File: config.mk
export PLATFORM = sky130hd
export DESIGN_NAME = raosc_ctrl
export DESIGN_NICKNAME = d
export VERILOG_FILES = /design/src/design/raosc_pkg.sv /design/src/design/raosc_ctrl.sv
export VERILOG_INCLUDE_DIRS = /design/src /design/src/design
export SDC_FILE = /design/constraint.sdc
export NUM_CORES = 1
export LEC_CHECK = 0
export ABC_AREA = 1
export BUFFER_PORTS_ARGS = -buffer_cell sky130_fd_sc_hd__buf_2
export CORE_UTILIZATION = 35
export CTS_CLUSTER_SIZE = 24
export DETAILED_ROUTE_END_ITERATION = 10
export MAX_ROUTING_LAYER = met4
export SLEW_MARGIN = 10
export SYNTH_ARGS = -nofsm -noshare
export SYNTH_HDL_FRONTEND = slang
export SYNTH_SLANG_ARGS = --single-unit
File: constraint.sdc
create_clock -name clock -period 1.6 [get_ports clock]
set_input_delay 0.08 -clock clock [delete_from_list [all_inputs] [get_ports clock]]
set_output_delay 0.08 -clock clock [all_outputs]
set_load 0.02 [all_outputs]
File: src/design/assert_macros.svh
// Shared assertion macros for the design folder.
`ifndef ASSERT_MACROS_SVH
`define ASSERT_MACROS_SVH

// Implication checked on every clock edge outside reset.
`define ASSERT_IMPL(label, clk, rst, ante, cons, msg) \
   label: assert property (@(posedge clk) disable iff (rst) (ante) |-> (cons)) else $error(msg);

// Next-cycle implication checked outside reset.
`define ASSERT_NEXT(label, clk, rst, ante, cons, msg) \
   label: assert property (@(posedge clk) disable iff (rst) (ante) |=> (cons)) else $error(msg);

`endif

File: src/design/raosc_pkg.sv
package raosc_pkg;

   localparam int FRAC_BITS_DEF = 24;
   localparam int WORD_W = 32;
   localparam int CSR_IDX_W = 3;

   // Register indexes
   localparam logic [CSR_IDX_W-1:0] CSR_COEF_A = 3'd0;
   localparam logic [CSR_IDX_W-1:0] CSR_COEF_B = 3'd1;
   localparam logic [CSR_IDX_W-1:0] CSR_COEF_C = 3'd2;
   localparam logic [CSR_IDX_W-1:0] CSR_STEP_DT = 3'd3;
   localparam logic [CSR_IDX_W-1:0] CSR_START_X = 3'd4;
   localparam logic [CSR_IDX_W-1:0] CSR_START_Y = 3'd5;
   localparam logic [CSR_IDX_W-1:0] CSR_START_Z = 3'd6;
   localparam logic [CSR_IDX_W-1:0] CSR_INTERP_RATE = 3'd7;

   // Axis codes
   localparam logic [1:0] AXIS_Y = 2'd1;
   localparam logic [1:0] AXIS_Z = 2'd2;

   // Datapath micro-operations
   typedef enum logic [4:0] {
      OP_IDLE,
      OP_PHASE,    // phase += rate
      OP_FX,       // fx = -(y+z)
      OP_MAY,      // prod = a*y
      OP_FY,       // fy = x + r(prod)
      OP_MXZ,      // prod = x*z
      OP_T1,       // t = r(prod)
      OP_MCZ,      // prod = c*z
      OP_FZ,       // fz = b + t - r(prod)
      OP_MDX,      // prod = dt*fx
      OP_PX,
      OP_MDY,
      OP_PY,
      OP_MDZ,
      OP_PZ,
      OP_GX,       // sum fx + gx
      OP_MPAY,
      OP_GY,
      OP_MPXZ,
      OP_PT1,
      OP_MPCZ,
      OP_GZ,
      OP_MHX,      // prod = dt*(fx+gx)
      OP_UX,
      OP_MHY,
      OP_UY,
      OP_MHZ,
      OP_UZ,
      OP_PICK,     // commit point, pick axis, ramp update
      OP_MRAMP,    // prod = phase*delta
      OP_OUT       // load output register
   } op_type;

   typedef enum logic [1:0] {
      ST_IDLE,
      ST_RUN,
      ST_HOLD
   } state_type;

   typedef struct packed {
      op_type op;
   } cmd_type;

   typedef struct packed {
      logic stepping;   // interp off or phase reached one
      logic ramp;       // interp on
   } status_type;

endpackage

File: src/design/raosc_ctrl.sv
`include "assert_macros.svh"
module raosc_ctrl (
   input  logic                   clock,
   input  logic                   reset,
   input  logic                   req_valid,
   output logic                   req_stall,
   output logic                   rsp_valid,
   input  logic                   rsp_stall,
   input  raosc_pkg::status_type  status,
   output raosc_pkg::cmd_type     cmd
);
   raosc_pkg::state_type state_ff, state_in;
   raosc_pkg::op_type    op_ff, op_in;

   // Next state and next op
   always_comb begin
      state_in = state_ff;
      op_in = op_ff;
      unique case (state_ff)
         raosc_pkg::ST_IDLE: begin
            if (req_valid) begin
               state_in = raosc_pkg::ST_RUN;
               op_in = raosc_pkg::OP_PHASE;
            end
         end
         raosc_pkg::ST_RUN: begin
            if (op_ff == raosc_pkg::OP_PHASE) begin
               op_in = status.stepping ? raosc_pkg::OP_FX : raosc_pkg::OP_MRAMP;
            end else if (op_ff == raosc_pkg::OP_PICK) begin
               op_in = status.ramp ? raosc_pkg::OP_MRAMP : raosc_pkg::OP_OUT;
            end else if (op_ff == raosc_pkg::OP_OUT) begin
               state_in = raosc_pkg::ST_HOLD;
               op_in = raosc_pkg::OP_IDLE;
            end else begin
               op_in = raosc_pkg::op_type'(op_ff + 5'd1);
            end
         end
         raosc_pkg::ST_HOLD: begin
            if (!rsp_stall) begin
               state_in = raosc_pkg::ST_IDLE;
            end
         end
         default: begin
            state_in = raosc_pkg::ST_IDLE;
            op_in = raosc_pkg::OP_IDLE;
         end
      endcase
   end

   // Outputs
   always_comb begin
      req_stall = (state_ff != raosc_pkg::ST_IDLE);
      rsp_valid = (state_ff == raosc_pkg::ST_HOLD);
      cmd.op = op_ff;
   end

   always_ff @(posedge clock) begin
      if (reset) begin
         state_ff <= raosc_pkg::ST_IDLE;
         op_ff <= raosc_pkg::OP_IDLE;
      end else begin
         state_ff <= state_in;
         op_ff <= op_in;
      end
   end

   `ASSERT_IMPL(a_op_idle, clock, reset, state_ff != raosc_pkg::ST_RUN, op_ff == raosc_pkg::OP_IDLE, "op active outside run")
   `ASSERT_NEXT(a_hold_stays, clock, reset, rsp_valid && rsp_stall, rsp_valid, "result dropped under stall")
   `ASSERT_NEXT(a_out_hold, clock, reset, op_ff == raosc_pkg::OP_OUT, rsp_valid, "no result after out")
endmodule

==> impl_metrics.env, run 1 <==
export IMPL_status="completed"
export IMPL_worstSkewPairLatency_ps=260
export IMPL_p_per_area_nw_per_um2=843
export IMPL_die_area_um2=1750
export IMPL_worstPathRequired_ps=1750
export IMPL_utilization=0.445
export IMPL_critPathMaxFanout=6
export IMPL_endpoint="cmd[1]"
export IMPL_setup_viol=0
export IMPL_track_usage=0.167
export IMPL_area_growth_syn_to_layout_pct=19.1
export IMPL_dieHeight_um=41.8
export IMPL_synth_area_per_cell_um2=6.61
export IMPL_cts_made_buffers=3
export IMPL_die_x_um=41.8
export IMPL_grt_max_degree=10
export IMPL_io_buffers=12
export IMPL_criticalPathCategory="register to register"
export IMPL_final_cell_area_um2=662
export IMPL_top_usage_layer="met2"
export IMPL_hold_violations=0
export IMPL_place_area_um2=636
export IMPL_synth_seq_cells=7
export IMPL_totalWireLength_mm=1.26
export IMPL_mostFrequentLayoutCells="nand2_1, buf_2, a21oi_1"
export IMPL_synthFlopType="dfxtp_1"
export IMPL_grtUsageMet1=0.178
export IMPL_fin_crit_sh=0.860
export IMPL_synth_yosys_warnings=0
export IMPL_netlist_instances=84
export IMPL_drc=0
export IMPL_pre_cts_slack_ps=229
export IMPL_slew_violations=0
export IMPL_p_leak_nw=0.319
export IMPL_hpwl_mm=1.01
export IMPL_r2r_end="cmd[1]"
export IMPL_clockRootBuffer="clkbuf_4"
export IMPL_total_power_mw=0.558
export IMPL_max_freq_ghz=0.727
export IMPL_path_clk_slew_ps=60
export IMPL_std_cell_rows=14
export IMPL_nNetsFinal=111
export IMPL_synth_distinct_cells=19
export IMPL_drt_wirelength_per_cell_um=10.9
export IMPL_hold_buffers=0
export IMPL_grt_remaining_overflow=0
export IMPL_r2r_slack_ps=220
export IMPL_syn_num_nets=94
export IMPL_synth_edf_count=0
export IMPL_antennaDiodeCount=0
export IMPL_io_pins=13
export IMPL_peakVddDrop_uv=358
export IMPL_use_met3=0.0304
export IMPL_slew_headroom=0.743
export IMPL_critical_path_reg2reg_startpoint="cmd[0]"
export IMPL_critPathLaunchType="register"
export IMPL_clock_sinks=7
export IMPL_post_cts_resized=0
export IMPL_drv_cap=0
export IMPL_ys_async_sr_fraction=0
export IMPL_grt_pass1_vias=519
export IMPL_critPathLaunch="cmd[0]"
export IMPL_r2r_cells=8
export IMPL_antenna_found_initial=0
export IMPL_fin_crit_ps=1380
export IMPL_worst_pin_slew_ps=385
export IMPL_via_count=559
export IMPL_seq_area_frac_synth=0.252
export IMPL_firstDrtPassIters=4
export IMPL_drt_iter0_drc=9
export IMPL_start_util=0.373
export IMPL_worstPathArrival_ps=1530
export IMPL_core_um2=1490
export IMPL_met2_usage=0.272
export IMPL_netlist_area_um2=556
export IMPL_tns_ps=0
export IMPL_post_cts_repair_setup_buffers=0
export IMPL_setup_ws_ps=224
export IMPL_rsz0062_at_grt="no"
export IMPL_place_congestion=0.807
export IMPL_fin_worst_skew_ps=6.28
export IMPL_htreeDepth=1
export IMPL_layout_drive_gt1_share=0.310
export IMPL_end_kind="register"
export IMPL_cts_tree="done"
export IMPL_cts_path_max_buffers=2
export IMPL_hold_path_class="primary input to register"
export IMPL_ant_nets=0
export IMPL_final_common_cell="nand2_1"
export IMPL_viasPerCell=4.82
export IMPL_grt_pass1_wl_mm=2.10
[metal layers]
layer  share of wire  up-vias
met3           0.026        4
li1                -      302
met1            0.48      243
met5               0        -
met2            0.48       10
met4           0.020        0
[worst max-delay path, stage by stage (launching register included)]
cell	delay, ps
dfxtp_1	410
inv_1	120
ha_1	230
nand3_2	100
nor2_4	50
nor2_2	140
nand2_1	70
nand3_1	90
a21oi_1	60
[cell type report]
| type | instances | area (µm²) |
|---|---|---|
| Inverter | 11 | 41.3 |
| Multi-Input combinational cell | 65 | 367 |
| Timing Repair Buffer | 13 | 67.6 |
| Clock buffer | 4 | 26.3 |
| Sequential cell | 7 | 140 |
| Tap cell | 16 | 20.0 |
| Fill cell | 177 | 827 |
[kinds of logic after synthesis]
family,Yosys count,share of synthesized area
AOI/OAI and AO/OA,13,0.135
xor gates and xnor gates,1,0.0158
adders and majority gates,4,0.0901
buffers and inverters,12,0.0878
DFF,7,0.252
and+or+nand+nor,47,0.419
[power by group]
part	total (mW)	switching, mW	internal, mW	leakage, nW
Clock	0.171	0.0750	0.0958	0.0150
Sequential	0.208	0.0198	0.189	0.0573
Combinational	0.179	0.113	0.0661	0.247
Total	0.558	0.208	0.351	0.319
[cells in the mapped netlist (2+ instances only)]
library cell  count  area share
inv_2             4       0.027
inv_1             7       0.047
dfxtp_1           7        0.25
nand3_2           2       0.036
nor2_4            3       0.061
nand2_2           2       0.023
o21ai_0           2       0.018
a21oi_1           8       0.072
nor2_2            2       0.023
nand3_1           7       0.063
nand2_1          28        0.19
ha_1              4       0.090
nor2_1            2       0.014
[sequential cells by signal, indices dropped and copies added (netlist names)]
signal,flops
cmd,5
state_ff,2
[through the flow]
step	std cells	hold WS (ps)
4_1_cts	116	68.1
3_5_place_dp	112	339
2_1_floorplan	84	142
5_1_grt	116	75.5
6_report	116	71.1
3_3_place_gp	112	342
[worst min-delay path by stage]
stage          startpoint     endpoint  slack (ps)  depth (start not counted)
2_1_floorplan       reset  state_ff[1]         140                          1
3_3_place_gp        reset  state_ff[1]         340                          2
3_5_place_dp        reset  state_ff[1]         340                          2
4_1_cts             reset  state_ff[1]          70                          2
5_1_grt             reset  state_ff[1]          80                          2
6_report            reset  state_ff[1]          70                          2
(Power assumes the default switching activity.)
==> inputs of run 2 (changes only) <==
- REMOVE_ABC_BUFFERS: unset -> 1
==> run 2 against run 1 <==
Compared with the run above: worst setup slack worse by 73 ps; largest power group unchanged; critical path depth stayed put; highest routed layer is now met3; hold slack better by 34 ps; via count rose by 1.3%; clock skew is 3.1 ps lower; largest cell class unchanged.
==> impl_metrics.env, run 2 (synthesis results as in run 1) <==
export IMPL_slew_violations=0
export IMPL_pre_cts_slack_ps=170
export IMPL_setup_viol=0
export IMPL_max_freq_ghz=0.690
export IMPL_worstPathArrival_ps=1580
export IMPL_ant_nets=0
export IMPL_start_util=0.373
export IMPL_layout_drive_gt1_share=0.303
export IMPL_mostFrequentLayoutCells="nand2_1, buf_2, a21oi_1"
export IMPL_final_cells=115
export IMPL_setup_ws_ps=150
export IMPL_cts_tree="done"
export IMPL_final_common_cell="nand2_1"
export IMPL_final_cell_area_um2=654
export IMPL_nNetsFinal=110
export IMPL_total_power_mw=0.542
export IMPL_criticalPathCategory="register to register"
export IMPL_fin_worst_skew_ps=3.18
export IMPL_peakVddDrop_uv=603
export IMPL_hold_buffers=0
export IMPL_critPathLaunch="cmd[0]"
export IMPL_utilization=0.439
export IMPL_worst_pin_slew_ps=366
export IMPL_critPathLaunchType="register"
export IMPL_critPathMaxFanout=6
export IMPL_htreeDepth=1
export IMPL_holdWs_ps=105
export IMPL_via_count=566
export IMPL_place_congestion=0.811
export IMPL_drt_wirelength_per_cell_um=10.4
export IMPL_drc=0
export IMPL_fin_crit_ps=1450
export IMPL_grt_remaining_overflow=0
export IMPL_drt_iter0_drc=29
export IMPL_use_met3=0.0522
export IMPL_grt_pass1_wl_mm=2.09
export IMPL_antenna_found_initial=0
export IMPL_antennaDiodeCount=0
export IMPL_end_kind="register"
export IMPL_clock_sinks=7
export IMPL_io_buffers=12
export IMPL_slowest_delay_ps=430
export IMPL_hold_violations=0
export IMPL_std_cell_rows=14
export IMPL_cts_made_buffers=3
export IMPL_die_x_um=41.8
export IMPL_nFillCells=167
export IMPL_io_pins=13
export IMPL_largest_register_ffs=5
export IMPL_track_usage=0.161
export IMPL_clockRootBuffer="clkbuf_4"
export IMPL_worstPathCellList="inv_1 -> ha_1 -> nand3_2 -> nor2_4 -> nor2_2 -> nand2_1 -> nand3_1 -> a21oi_1"
export IMPL_totalWireLength_mm=1.20
export IMPL_dp_cells=111
export IMPL_grt_pass1_vias=507
export IMPL_grt_max_degree=10
export IMPL_fin_crit_sh=0.906
export IMPL_area_growth_syn_to_layout_pct=17.8
export IMPL_viasPerCell=4.92
export IMPL_post_cts_repair_setup_buffers=0
export IMPL_hold_path_class="primary input to register"
export IMPL_drv_cap=0
export IMPL_critical_path_reg2reg_startpoint="cmd[0]"
export IMPL_rsz0062_at_grt="no"
export IMPL_slew_headroom=0.756
export IMPL_grtUsageMet1=0.191
export IMPL_place_area_um2=628
export IMPL_core_um2=1490
export IMPL_die_area_um2=1750
export IMPL_p_leak_nw=0.314
export IMPL_tns_ps=0
export IMPL_path_clk_slew_ps=50
export IMPL_worstSkewPairLatency_ps=250
export IMPL_firstDrtPassIters=4
export IMPL_worstPathRequired_ps=1730
export IMPL_cts_path_max_buffers=2
export IMPL_crit_slowest_cell="dfxtp_1"
export IMPL_hp_start="reset"
export IMPL_p_per_area_nw_per_um2=828
export IMPL_hpwl_um=936
export IMPL_met2_usage=0.256
export IMPL_status="completed"
export IMPL_post_cts_resized=0
export IMPL_dieHeight_um=41.8
export IMPL_top_usage_layer="met2"
-- run 2: cell count changes in the layout (fill, tap and decap cells not counted), sizes merged --
cell | before | now
buf | 13 | 12
-- run 2: critical path: cells and delay by family, from the launching register on --
family,cells,cell delay [ps]
simple gates,5,450
fa+ha+maj,1,250
flops,1,430
buf+inv,1,140
compound gates,1,60
-- run 2: routing by layer --
metal  wire, µm  up-vias
met5          0        -
met3         77        0
met4          0        0
met2        560       25
li1           -      297
met1        558      244
-- run 2: final timing paths --
path | to | slack (ps) | cells after the start
worst max-delay path | cmd[1] | 150 | 8
worst min-delay path | state_ff[1] | 100 | 2
worst max register to register | cmd[1] | 150 | 8
worst min register to register | cmd[4] | 490 | 2
-- run 2: area by class of cell --
class	instances	area, µm²	share of cell area
Sequential cell	7	140	0.214
Inverter	11	41.3	0.0631
Multi-Input combinational cell	65	367	0.560
Tap cell	16	20.0	0.0306
Clock buffer	4	26.3	0.0402
Timing Repair Buffer	12	60.1	0.0918
-- run 2: report_power, final --
group,switching (mW),internal [mW]
registers,0.0229,0.189
logic,0.109,0.0630
clock network,0.0627,0.0950
